==> src/rtl/serial_frame_deframer_top_defines.svh <==
// ----------------------------------------------------------------------------
// Serial frame deframer assertion macros
// Shared property macros for the assertions in the deframer RTL.
// ----------------------------------------------------------------------------
`ifndef SERIAL_FRAME_DEFRAMER_TOP_DEFINES_SVH
`define SERIAL_FRAME_DEFRAMER_TOP_DEFINES_SVH

// Same-cycle implication, disabled while reset is asserted.
`define SFD_ASSERT_NOW(label, clk, rst_n, ante, cons) \
  label: assert property (@(posedge clk) disable iff (!(rst_n)) (ante) |-> (cons)) \
    else $error("deframer assertion failed");

// Next-cycle implication, disabled while reset is asserted.
`define SFD_ASSERT_NEXT(label, clk, rst_n, ante, cons) \
  label: assert property (@(posedge clk) disable iff (!(rst_n)) (ante) |=> (cons)) \
    else $error("deframer assertion failed");

`endif

==> src/rtl/sfd_pkg.sv <==
// ----------------------------------------------------------------------------
// Serial frame deframer package
// Frame layout constants and the control bundle shared by the deframer files.
// ----------------------------------------------------------------------------
package sfd_pkg;

  localparam int ByteW           = 8;
  localparam int HdrBytes        = 5;
  localparam int MaxPayloadBytes = 8;
  localparam int PayloadW        = MaxPayloadBytes * ByteW;

  // Positions of the header fields inside the frame store.
  localparam int IdxHeader = 0;
  localparam int IdxKind   = 1;
  localparam int IdxCmd    = 2;
  localparam int IdxDest   = 3;
  localparam int IdxLength = 4;

  // Control bundle from the frame sequencer to the datapath.
  typedef struct packed {
    logic hunting;   // waiting for a start byte
    logic last_pos;  // next byte is the checksum byte
    logic shift_en;  // shift the accepted byte into the cell row
    logic emit;      // checksum byte accepted, capture a result
    logic sum_ok;    // checksum byte equals the running sum
  } sfd_ctrl_t;

endpackage

==> src/rtl/sfd_cell.sv <==
// ----------------------------------------------------------------------------
// Deframer byte cell
// One stage of the frame store row; loads its neighbor's byte on a shift.
// ----------------------------------------------------------------------------
module sfd_cell import sfd_pkg::*; (
  input  logic             clk_i,
  input  logic             shift_i,
  input  logic [ByteW-1:0] d_i,
  output logic [ByteW-1:0] q_o
);

  logic [ByteW-1:0] byte_q;
  logic [ByteW-1:0] byte_d;

  assign byte_d = shift_i ? d_i : byte_q;

  always_ff @(posedge clk_i) begin
    byte_q <= byte_d;
  end

  assign q_o = byte_q;

endmodule

==> src/rtl/sfd_ctrl.sv <==
// ----------------------------------------------------------------------------
// Deframer sequencer
// Tracks the position inside a frame and the running 8-bit checksum.
// ----------------------------------------------------------------------------
module sfd_ctrl import sfd_pkg::*; #(
  parameter int PAYLOAD_BYTES = 8
) (
  input  logic             clk_i,
  input  logic             rst_ni,
  input  logic             accept_i,
  input  logic [ByteW-1:0] rx_byte_i,
  input  logic [ByteW-1:0] start_marker_i,
  output sfd_ctrl_t        ctrl_o
);

  localparam int FrameBytes = HdrBytes + PAYLOAD_BYTES + 2;
  localparam int PosW       = $clog2(FrameBytes);
  localparam logic [PosW-1:0] LastPos = PosW'(FrameBytes - 1);
  localparam logic [PosW-1:0] FirstPos = PosW'(1);

  logic [PosW-1:0]  pos_q, pos_d;
  logic [ByteW-1:0] sum_q, sum_d;
  logic             hunting;
  logic             last_pos;
  logic             shift_en;

  assign hunting  = (pos_q == '0);
  assign last_pos = (pos_q == LastPos);

  always_comb begin
    pos_d    = pos_q;
    sum_d    = sum_q;
    shift_en = 1'b0;
    if (accept_i) begin
      if (hunting) begin
        if (rx_byte_i == start_marker_i) begin
          sum_d = rx_byte_i;
          pos_d = FirstPos;
        end
      end else if (last_pos) begin
        pos_d = '0;
        sum_d = '0;
      end else begin
        shift_en = 1'b1;
        sum_d    = sum_q + rx_byte_i;
        pos_d    = pos_q + FirstPos;
      end
    end
  end

  always_ff @(posedge clk_i or negedge rst_ni) begin
    if (!rst_ni) begin
      pos_q <= '0;
      sum_q <= '0;
    end else begin
      pos_q <= pos_d;
      sum_q <= sum_d;
    end
  end

  assign ctrl_o.hunting  = hunting;
  assign ctrl_o.last_pos = last_pos;
  assign ctrl_o.shift_en = shift_en;
  assign ctrl_o.emit     = accept_i && last_pos;
  assign ctrl_o.sum_ok   = (rx_byte_i == sum_q);

endmodule

==> src/rtl/serial_frame_deframer_top.sv <==
// ----------------------------------------------------------------------------
// Serial frame deframer
// Recovers start-byte framed messages with an additive checksum from a byte
// stream and presents the unpacked header and payload of each frame.
// ----------------------------------------------------------------------------
// The deframer takes one received byte per clock cycle on the input channel
// unless it stalls on a checksum byte. While hunting, bytes that differ from
// the configured start marker are dropped. A start byte opens a frame of
// PAYLOAD_BYTES + 7 bytes; the header and data bytes shift one cell per
// accepted byte through a row of byte cells, and a sequencer keeps the frame
// position and the 8-bit wrapping sum. When the checksum byte arrives, one
// result transaction is written into the output register in the same cycle,
// carrying frame_ok and the unpacked fields; a corrupt frame still produces a
// result, with frame_ok low. The result appears on the output in the cycle after
// the checksum byte is accepted. The input keeps accepting bytes while a
// result waits; it stalls only when a checksum byte arrives while the previous
// result has not been taken. The start marker is written through its own
// channel, which is always ready, and should only change while no frame is in
// progress.
// ----------------------------------------------------------------------------
module serial_frame_deframer_top import sfd_pkg::*; #(
  parameter int PAYLOAD_BYTES = 8
) (
  input  logic                clk_i,
  input  logic                rst_ni,
  // Configuration write channel
  input  logic                cfg_valid_i,
  output logic                cfg_ready_o,
  input  logic [ByteW-1:0]    start_marker_i,
  // Received byte channel
  input  logic                in_valid_i,
  output logic                in_ready_o,
  input  logic [ByteW-1:0]    rx_byte_i,
  // Frame result channel
  output logic                out_valid_o,
  input  logic                out_ready_i,
  output logic                frame_ok_o,
  output logic [2:0]          priority_res_o,
  output logic                eeprom_ram_o,
  output logic                read_write_o,
  output logic                remote_o,
  output logic [ByteW-1:0]    msg_kind_o,
  output logic [ByteW-1:0]    command_o,
  output logic [ByteW-1:0]    destination_o,
  output logic [3:0]          data_length_o,
  output logic [PayloadW-1:0] payload_o
);

  `include "serial_frame_deframer_top_defines.svh"

  localparam int StoreDepth = HdrBytes + PAYLOAD_BYTES;

  // Start marker register.
  logic [ByteW-1:0] marker_q, marker_d;

  // Handshake and control.
  logic      in_accept;
  logic      out_valid_q, out_valid_d;
  sfd_ctrl_t ctrl;

  // Frame store row; cell 0 ends up holding the header byte.
  logic [ByteW-1:0] cell_q [StoreDepth];

  // Result register.
  logic                frame_ok_q;
  logic [2:0]          priority_res_q;
  logic                eeprom_ram_q;
  logic                read_write_q;
  logic                remote_q;
  logic [ByteW-1:0]    msg_kind_q;
  logic [ByteW-1:0]    command_q;
  logic [ByteW-1:0]    destination_q;
  logic [3:0]          data_length_q;
  logic [PayloadW-1:0] payload_q;
  logic [PayloadW-1:0] payload_w;

  // The configuration channel never stalls.
  assign cfg_ready_o = 1'b1;
  assign marker_d    = (cfg_valid_i) ? start_marker_i : marker_q;

  always_ff @(posedge clk_i or negedge rst_ni) begin
    if (!rst_ni) begin
      marker_q <= '0;
    end else begin
      marker_q <= marker_d;
    end
  end

  // Only the checksum byte needs room in the result register, so ordinary
  // bytes keep flowing while a finished result waits to be taken.
  assign in_ready_o = !(ctrl.last_pos && out_valid_q && !out_ready_i);
  assign in_accept  = in_valid_i && in_ready_o;

  sfd_ctrl #(
    .PAYLOAD_BYTES(PAYLOAD_BYTES)
  ) u_ctrl (
    .clk_i         (clk_i),
    .rst_ni        (rst_ni),
    .accept_i      (in_accept),
    .rx_byte_i     (rx_byte_i),
    .start_marker_i(marker_q),
    .ctrl_o        (ctrl)
  );

  // Bytes enter at the far end of the row and move one cell toward cell 0 on
  // every header and data byte, so after the last data byte cell k holds frame slot k.
  for (genvar gk = 0; gk < StoreDepth; gk++) begin : g_cell
    logic [ByteW-1:0] cell_d;
    if (gk == StoreDepth - 1) begin : g_tail
      assign cell_d = rx_byte_i;
    end else begin : g_link
      assign cell_d = cell_q[gk+1];
    end
    sfd_cell u_cell (
      .clk_i  (clk_i),
      .shift_i(ctrl.shift_en),
      .d_i    (cell_d),
      .q_o    (cell_q[gk])
    );
  end

  // Pack the data bytes, first received byte in the low bits; unused byte
  // lanes read as zero.
  for (genvar gp = 0; gp < MaxPayloadBytes; gp++) begin : g_pay
    if (gp < PAYLOAD_BYTES) begin : g_used
      assign payload_w[gp*ByteW +: ByteW] = cell_q[HdrBytes+gp];
    end else begin : g_zero
      assign payload_w[gp*ByteW +: ByteW] = '0;
    end
  end

  // Result valid: set by a checksum byte, cleared when the transaction is taken.
  always_comb begin
    out_valid_d = out_valid_q;
    if (ctrl.emit) begin
      out_valid_d = 1'b1;
    end else if (out_ready_i) begin
      out_valid_d = 1'b0;
    end
  end

  always_ff @(posedge clk_i or negedge rst_ni) begin
    if (!rst_ni) begin
      out_valid_q <= 1'b0;
    end else begin
      out_valid_q <= out_valid_d;
    end
  end

  // Result fields are captured from the cell row as the checksum byte lands.
  always_ff @(posedge clk_i) begin
    if (ctrl.emit) begin
      frame_ok_q     <= ctrl.sum_ok;
      priority_res_q <= cell_q[IdxHeader][7:5];
      eeprom_ram_q   <= cell_q[IdxHeader][4];
      read_write_q   <= cell_q[IdxHeader][3];
      remote_q       <= cell_q[IdxHeader][0];
      msg_kind_q     <= cell_q[IdxKind];
      command_q      <= cell_q[IdxCmd];
      destination_q  <= cell_q[IdxDest];
      data_length_q  <= cell_q[IdxLength][7:4];
      payload_q      <= payload_w;
    end
  end

  assign out_valid_o    = out_valid_q;
  assign frame_ok_o     = frame_ok_q;
  assign priority_res_o = priority_res_q;
  assign eeprom_ram_o   = eeprom_ram_q;
  assign read_write_o   = read_write_q;
  assign remote_o       = remote_q;
  assign msg_kind_o     = msg_kind_q;
  assign command_o      = command_q;
  assign destination_o  = destination_q;
  assign data_length_o  = data_length_q;
  assign payload_o      = payload_q;

  // A checksum byte never overwrites a result that is still waiting.
  `SFD_ASSERT_NOW(a_no_overwrite, clk_i, rst_ni, ctrl.emit, !out_valid_q || out_ready_i)
  // Every accepted checksum byte shows up as a pending result.
  `SFD_ASSERT_NEXT(a_emit_valid, clk_i, rst_ni, ctrl.emit, out_valid_q)
  // A byte is either stored in the row or closes the frame, never both.
  `SFD_ASSERT_NOW(a_shift_excl, clk_i, rst_ni, ctrl.shift_en, !ctrl.emit && !ctrl.hunting)
  // Non-marker bytes seen while hunting leave the block hunting.
  `SFD_ASSERT_NEXT(a_hunt_hold, clk_i, rst_ni,
    in_accept && ctrl.hunting && (rx_byte_i != marker_q), ctrl.hunting)

endmodule

==> config.mk <==
export PLATFORM = sky130hd
export DESIGN_NAME = serial_frame_deframer_top
export DESIGN_NICKNAME = d
export VERILOG_FILES = /design/src/rtl/sfd_pkg.sv /design/src/rtl/sfd_cell.sv /design/src/rtl/sfd_ctrl.sv /design/src/rtl/serial_frame_deframer_top.sv
export VERILOG_INCLUDE_DIRS = /design/src /design/src/rtl
export SDC_FILE = /design/constraint.sdc
export NUM_CORES = 1
export LEC_CHECK = 0
export ABC_CLOCK_PERIOD_IN_PS = 6900
export BUFFER_PORTS_ARGS = -buffer_cell sky130_fd_sc_hd__buf_2
export CAP_MARGIN = 20
export CORE_ASPECT_RATIO = 1.2
export CORE_UTILIZATION = 55
export DETAILED_ROUTE_END_ITERATION = 16
export HOLD_SLACK_MARGIN = 0.02
export PLACE_DENSITY = 0.78
export SETUP_SLACK_MARGIN = 0.4
export SLEW_MARGIN = 25
export SYNTH_ARGS = -nofsm -noshare
export SYNTH_HDL_FRONTEND = slang
export SYNTH_SLANG_ARGS = --single-unit
==> constraint.sdc <==
create_clock -name clk_i -period 6.9 [get_ports clk_i]
set_input_delay 1.38 -clock clk_i [delete_from_list [all_inputs] [get_ports clk_i]]
set_output_delay 1.38 -clock clk_i [all_outputs]
set_load 0.05 [all_outputs]
Yosys cells after proc, flatten, opt, wreduce, memory -nomap -nowiden

Cells that the tools add are included.

Bits in registers: 224
Input bits: 21
Output and inout bits: 102
Word-level logic and storage cells: 53

Add/sub/neg operators: 2
Eq/ne operators: 4
Multiplexer cells: 11
Reductions and logical operators: 9

Operators with widths:

| cell                                                           | number |
|---|---|
| 8-bit two-way mux                                              | 3 |
| 8-bit == test                                                  | 2 |
| 4-bit two-way mux                                              | 3 |
| 8-bit adder                                                    | 1 |
| 1-bit two-way mux                                              | 5 |
| 4-bit by 1-bit adder with 4-bit output (second input constant) | 1 |
| 4-bit == test (second input constant)                          | 1 |
| 1-bit logical AND                                              | 4 |
| 4-bit logical NOT                                              | 1 |
| 1-bit logical NOT                                              | 2 |
| 2-bit inequality test (second input constant)                  | 1 |
| 2-bit AND reduction                                            | 1 |
| 2-bit nonzero test                                             | 1 |

Depth between registers and ports, before layout

Gate-level depths: netlist of run 1.

Depth after elaboration: 7
Mapped depth: 8
Mapped depth without buffers: 8

Hierarchy

From an unflattened synthesis of run 1, not the netlist that was laid out.

Cells, all modules: 347
Area, all modules: 7524.7 um2

By module, submodules not included:

| module                    | instances | cells an instance | area each (um2) | sequential area each (um2) |
|---|---|---|---|---|
| serial_frame_deframer_top | 1         | 123               | 3365.7          | 3198.1 |
| sfd_cell                  | 13        | 8                 | 240.2           | 240.2 |
| sfd_ctrl                  | 1         | 120               | 1036.0          | 300.3 |

Least setup slack after synthesis of run 1

No wires, ideal clock.

Kind: in2reg
Start point: input out_ready_i
End point: register command_q[0], in the netlist command_o[0] (enable)
Setup time: 0.557 ns
Arrival time: 5.814 ns
Data required time: 6.343 ns
Path slack: 0.529 ns
Stages on the path: 3
Path buffers: 0
Cells stage by stage: or3_4 > nand2_4 > nor2_1

RTL lines:

| element                | RTL line                         | RTL |
|---|---|---|
| start: declaration     | serial_frame_deframer_top.sv:36  | `input logic out_ready_i,` |
| end signal: assignment | serial_frame_deframer_top.sv:159 | `command_q <= cell_q[IdxCmd];` |
| end: declaration       | serial_frame_deframer_top.sv:71  | `logic [ByteW-1:0] command_q;` |

Worst setup path after layout of run 1

Start point: input out_ready_i
End point: output in_ready_o

Word-level cells in the longest chain between the ends: 3

RTL lines:

| element           | RTL line                        | RTL |
|---|---|---|
| 1-bit logical NOT | serial_frame_deframer_top.sv:91 | `assign in_ready_o = !(ctrl.last_pos && out_valid_q && !out_ready_i);` |
| 1-bit logical AND | serial_frame_deframer_top.sv:91 |  |
| 1-bit logical NOT | serial_frame_deframer_top.sv:91 |  |
| end: declaration  | serial_frame_deframer_top.sv:32 | `output logic in_ready_o,` |

No other way between the ends.

==> reports/qor.yml, run 1 <==
yosysSeqAreaShare_pct: 87.97
htreeDepth: 1
worstPathRequired_ns: 5.52
core-area_mm2: 0.01324
power_density_mw_per_mm2: 395.8
synth_top_area_share_pct: 80.93
multi_input_area_um2: 877.1
maxCapViolCount: 0
top_usage_layer: "met2"
status: "finished clean"
fp.dieW_um: 108.3
clk_pin_slew_worst_paths_ns: 0.06
irDropWorstVdd_mv: 0.2469
die_y_um: 129.6
regArea_mm2: 0.006561
overflow: 0
worst_ep_arrival_time_ns: 2.08
synthesis.area_mm2: 0.007458
worstPathMaxFanout: 2
netlist_instances: 337
totalWireLength_um: 11270
place_congestion: 0.8913
synth_most_common_cell: "edfxtp_1"
root_buffer: "clkbuf_16"
ctsResizeCount: 0
synth_common_cells: "edfxtp_1 (201), dfrtp_1 (21), xnor2_1 (12)"
slew_violations: 0
hold_buffers: 0
tns_ns: 0
drtAntennaViolNets: 0
antenna_found_initial: 0
io_pins: 123
cts_buffers: 22
vias_per_cell: 5.224
ys_types: 42
drt-initial-drc-count: 161
grt_pass1_wl_um: 17350
fp.dieArea_mm2: 0.01403
ys_warn_count: 0
max_freq_mhz: 288.9
rsz0062_at_grt: "no"
antennaDiodeCount: 0
synth_ff_type: "edfxtp_1"
synth_nets: 369
insertion_delay_ns: 0.48
setup_viol: 0
grtUsageTotal_pct: 16.17
cts_buffer_depth: 3
port_buffers: 121
postSynthAreaPerCell_um2: 22.13
firstDrtPassIters: 4
finalNetCount: 513
max_slew_margin_pct: 40.16
num_rows: 46
tightest_slew_ns: 0.8977
use_met3_pct: 3.773
grt_start_max_net_pins: 72
place_hpwl_um: 7324
ys_ff_latch: 222
use_met1_pct: 19.97
synth.top_cells.by_area: "edfxtp_1 (81%), dfrtp_1 (7.0%), ha_1 (1.7%)"
post-route-period-util_pct: 50.16
p_leak_nw: 3.302
vias: 3469
worst_setup_path_end_kind: "primary output"
post_cts_buffers: 0
cts_tree: "built"
wl_per_cell_um: 16.97
grt_pass1_vias: 3501
start_kind: "primary input"
hp-class: "flip-flop to flip-flop"
async_flop_share_pct: 9.459
fin_skew_ns: 0.01101
power_mw: 3.558
clock-sinks: 222
met2_usage_pct: 28.18
min_period_ns: 3.461
nFillCells: 895
synth_top_cell_by_area: "edfxtp_1"
synth_edf_count: 201
drive_gt1_share_pct: 35.69
drc: 0
critical_path_class: "primary input to primary output"
start_util_pct: 56.34
finalHoldViolations: 0
synthToLayoutAreaGrowth_pct: 20.52
cell type report:
class | count | share of cell area, %
repair buffers | 123 | 6.904
clock buffers | 27 | 6.793
multi-input cells | 108 | 9.758
flip-flops and latches | 222 | 73.00
clock inverters | 12 | 1.044
well taps | 168 | 2.339
inverters | 4 | 0.1670
logic make-up (layout without fill, tap and decap cells):
| group | after synthesis | after routing | share of synthesized area, % |
|---|---|---|---|
| buf+inv | 7 | 166 | 0.4193 |
| mux | 14 | 14 | 2.298 |
| xor+xnor | 14 | 14 | 1.644 |
| flops | 222 | 222 | 87.97 |
| simple gates | 36 | 36 | 2.583 |
| other cells | 1 | 1 | 0.05028 |
| fa+ha+maj | 11 | 11 | 1.946 |
| compound gates | 32 | 32 | 3.087 |
worst max-delay path: stages:
cell   delay (ns)
buf_2        0.10
or3_4        0.37
buf_2        0.22
metrics by stage:
| step | cell area [µm²] | hold WS (ns) | std cells | util (%) | setup WS [ns] |
|---|---|---|---|---|---|
| 2_1_floorplan | 7458 | 0.4003 | 337 | - | 0.5286 |
| 5_1_grt | 8989 | 0.4329 | 664 | 67.90 | 3.389 |
| 6_report | 8989 | 0.4185 | 664 | 67.90 | 3.439 |
| 4_1_cts | 8989 | 0.4212 | 664 | 67.90 | 3.435 |
| 3_3_place_gp | 8284 | 0.4023 | 625 | 62.58 | 3.344 |
| 3_5_place_dp | 8284 | 0.4045 | 625 | 62.58 | 3.266 |
flip-flops by register name, indices dropped and copies added (netlist names):
name               count
g_cell.u_cell.q_o    102
payload_o             64
command_o              8
destination_o          8
marker_q               8
msg_kind_o             8
u_ctrl.sum_q           8
data_length_o          4
u_ctrl.pos_q           4
priority_res_o         3
eeprom_ram_o           1
frame_ok_o             1
out_valid_o            1
read_write_o           1
remote_o               1
metal layers:
metal  vias to the layer above  wire (µm)
met5                         -          0
met1                      1710       4389
li1                       1616          -
met3                        16        796
met2                       127       5922
met4                         0        160
cell usage in the layout (no fill, tap or decap), drive strengths merged, types with 2 or more instances in the layout:
master	netlist	final
edfxtp	201	201
xor2	2	2
a32oi	2	2
nand2	9	9
and3	2	2
xnor2	12	12
clkbuf	1	27
nand3	4	4
o211ai	2	2
a22o	2	2
buf	2	123
dfrtp	21	21
nand4	3	3
nor3	2	2
a21o	2	2
o21bai	3	3
a21oi	2	2
ha	10	10
clkinv	0	8
or3	3	3
inv	4	6
mux2	13	13
o21ai	10	10
o31ai	4	4
nor2	9	9
nor4	2	2
path summary, 6_finish.rpt:
| check | slack [ns] | from | end | cells past startpoint |
|---|---|---|---|---|
| setup / recovery | 3.44 | out_ready_i | in_ready_o | 3 |
| hold / removal | 0.42 | g_cell[4].u_cell.q_o[1]$_DFFE_PP_ | g_cell[3].u_cell.q_o[1]$_DFFE_PP_ | 0 |
| setup reg to reg | 3.86 | u_ctrl.pos_q[0]$_DFFE_PN0P_ | payload_o[11]$_DFFE_PP_ | 7 |
| hold reg to reg | 0.42 | g_cell[4].u_cell.q_o[1]$_DFFE_PP_ | g_cell[3].u_cell.q_o[1]$_DFFE_PP_ | 0 |
| max in group asynchronous | 5.67 | rst_ni | out_valid_o$_DFFE_PN0P_ | 1 |
| min in group asynchronous | 0.87 | rst_ni | u_ctrl.sum_q[5]$_DFFE_PN0P_ | 1 |
power breakdown:
group,leakage (nW),switching (mW),internal (mW),total (mW)
Sequential,2.12,0.112,1.83,1.94
Clock,0.346,0.458,0.669,1.13
Combinational,0.832,0.309,0.182,0.490
Total,3.30,0.878,2.68,3.56
No activity file was read; power rests on OpenSTA's default activity.
==> run 2: changes to the inputs <==
--- a/config.mk
+++ b/config.mk
@@ -6,14 +6,14 @@
 export SDC_FILE = /design/constraint.sdc
 export NUM_CORES = 1
 export LEC_CHECK = 0
-export ABC_CLOCK_PERIOD_IN_PS = 6900
+export ABC_CLOCK_PERIOD_IN_PS = 2800
 export BUFFER_PORTS_ARGS = -buffer_cell sky130_fd_sc_hd__buf_2
 export CAP_MARGIN = 20
 export CORE_ASPECT_RATIO = 1.2
-export CORE_UTILIZATION = 55
+export CORE_UTILIZATION = 50
 export DETAILED_ROUTE_END_ITERATION = 16
 export HOLD_SLACK_MARGIN = 0.02
-export PLACE_DENSITY = 0.78
+export PLACE_DENSITY = 0.75
 export SETUP_SLACK_MARGIN = 0.4
 export SLEW_MARGIN = 25
 export SYNTH_ARGS = -nofsm -noshare
==> constraint.sdc (replaced) <==
create_clock -name clk_i -period 2.8 [get_ports clk_i]
set_input_delay 0.56 -clock clk_i [delete_from_list [all_inputs] [get_ports clk_i]]
set_output_delay 0.56 -clock clk_i [all_outputs]
set_load 0.05 [all_outputs]
==> run 2 against run 1 <==
  * Routed wire length grew 4.1%
  * Combinational power grew to 2.7 times the previous value
  * Final area grew 1.2%
==> reports/qor.yml, run 2 (synthesis results as in run 1) <==
status: "finished clean"
power_density_mw_per_mm2: 971.0
path_depth: 5
wl_per_cell_um: 16.78
port_buffers: 121
cts_buffer_depth: 3
hp-class: "primary input to asynchronous set/reset pin"
drtAntennaViolNets: 0
startpoint: "u_ctrl.pos_q[0]$_DFFE_PN0P_"
post-route-period-util_pct: 82.31
core-area_mm2: 0.01447
max_slew_margin_pct: 62.21
final_cells: 699
r2r_slack_ns: 0.59
firstDrtPassIters: 4
hold_buffers: 0
critical_path.endpoint: "in_ready_o"
fin_ws_ns: 0.4953
root_buffer: "clkbuf_16"
num_rows: 48
worstPathMaxFanout: 6
final_common_cell: "edfxtp_1"
grt_start_max_net_pins: 100
worst_setup_path_end_kind: "primary output"
final_core_util_pct: 62.85
antenna_found_initial: 0
drt-initial-drc-count: 218
tightest_slew_ns: 0.5669
reg2reg_depth: 8
largest_register_ffs: 102
slew_violations: 0
critPathSlowestCell: "dfrtp_1"
place_congestion: 0.8419
rsz0062_at_grt: "no"
reg2reg_to: "u_ctrl.sum_q[6]$_DFFE_PN0P_"
totalWireLength_um: 11730
io_pins: 123
setup_viol: 0
overflow: 0
grt_pass1_vias: 3550
layout_common_cells: "edfxtp_1 (201), buf_2 (120), clkbuf_16 (21), dfrtp_1 (21), xnor2_1 (12)"
die_y_um: 135.8
crit_chain: "inv_2 -> ha_4 -> nand3_4 -> or3_4 -> buf_6"
synthToLayoutAreaGrowth_pct: 21.96
vias_per_cell: 4.974
insertion_delay_ns: 0.48
start_util_pct: 51.53
min_period_ns: 2.305
preCtsSetupSlack_ns: 0.2808
clock-sinks: 222
finalNetCount: 517
maxCapViolCount: 0
reg2reg_from: "u_ctrl.sum_q[0]$_DFFE_PN0P_"
cpLargestDelayFamily: "simple AND/OR/NAND/NOR gates"
irDropWorstVdd_mv: 0.5246
fin_skew_ns: 0.01329
cts_tree: "built"
crit_path_max_incr_delay_ns: 0.40
antennaDiodeCount: 0
fp.dieArea_mm2: 0.01541
start_kind: "flip-flop"
placed_cells: 660
worstPathRequired_ns: 2.24
max_freq_mhz: 433.9
worst_ep_arrival_time_ns: 1.74
critical_path_class: "flip-flop to primary output"
p_leak_nw: 3.323
tns_ns: 0
grt_pass1_wl_um: 18290
finalHoldViolations: 0
drive_gt1_share_pct: 35.67
crit_buf_inv: 2
drc: 0
place_hpwl_um: 7264
cts_buffers: 20
htreeDepth: 1
clk_pin_slew_worst_paths_ns: 0.07
fp.dieW_um: 113.5
vias: 3477
grtUsageTotal_pct: 15.36
run 2: cell types whose count changed in the layout (fill, tap and decap cells not counted), moves of 2 or more:
cell / before / now
inv_6: 2 / 0
bufinv_16: 1 / 3
buf_12: 0 / 3
buf_4: 2 / 5
clkbuf_16: 23 / 21
clkbuf_1: 2 / 5
clkbuf_8: 2 / 0
run 2: worst min-delay path by stage:
stage                                       from                                 to  slack (ns)  cells after the start
2_1_floorplan                             rst_ni            marker_q[0]$_DFFE_PN0P_        0.26                      0
3_3_place_gp   g_cell[0].u_cell.q_o[7]$_DFFE_PP_        priority_res_o[2]$_DFFE_PP_        0.40                      0
3_5_place_dp   g_cell[4].u_cell.q_o[0]$_DFFE_PP_  g_cell[3].u_cell.q_o[0]$_DFFE_PP_        0.41                      0
4_1_cts                                   rst_ni            marker_q[4]$_DFFE_PN0P_        0.04                      1
5_1_grt                                   rst_ni        u_ctrl.sum_q[4]$_DFFE_PN0P_        0.07                      1
6_report                                  rst_ni            marker_q[4]$_DFFE_PN0P_        0.05                      1
run 2: per-stage QoR:
step                area, µm²  hold slack (ns)  power, mW
finish                   9096          0.04550      8.833
floorplan                7486           0.2644      5.720
global placement         8404           0.4027      6.053
global route             9096          0.06634      9.218
CTS                      9081          0.04014      8.915
detailed placement       8404           0.4052      6.146
run 2: repair_timing:
item,in CTS,in global routing
setup endpoints to repair,1,1
setup buffers,1,2
gates resized for setup,2,0
pin swaps,0,1
run 2: layer usage:
metal	wire length [µm]	GRT usage, %	vias to the layer above
li1	-	-	1616
met1	4939	19.54	1723
met2	5930	26.49	122
met3	669	3.400	16
met4	187	4.532	0
met5	0	0	-
run 2: where the power goes:
group	switching [mW]	leakage (nW)	internal, mW
combinational	0.800	0.876	0.517
clock	1.09	0.323	1.65
sequential	0.280	2.12	4.50
run 2: area by class of cell:
cell class | instances | area (µm²)
clock inverters | 10 | 118.9
flip-flops and latches | 222 | 6561
inverters | 4 | 15.01
repair buffers | 129 | 709.4
clock buffers | 26 | 544.3
well taps | 200 | 250.2
multi-input cells | 108 | 897.1
fillers | 1035 | 5378
run 2: worst reg2reg max path, stage by stage (launching register included):
cell and delay [ns]:
dfrtp_1 0.38, ha_1 0.21, fa_1 0.41, a21o_1 0.22
a211oi_1 0.24, o21bai_1 0.12, xnor2_1 0.15, o31ai_1 0.08
mux2_2 0.29
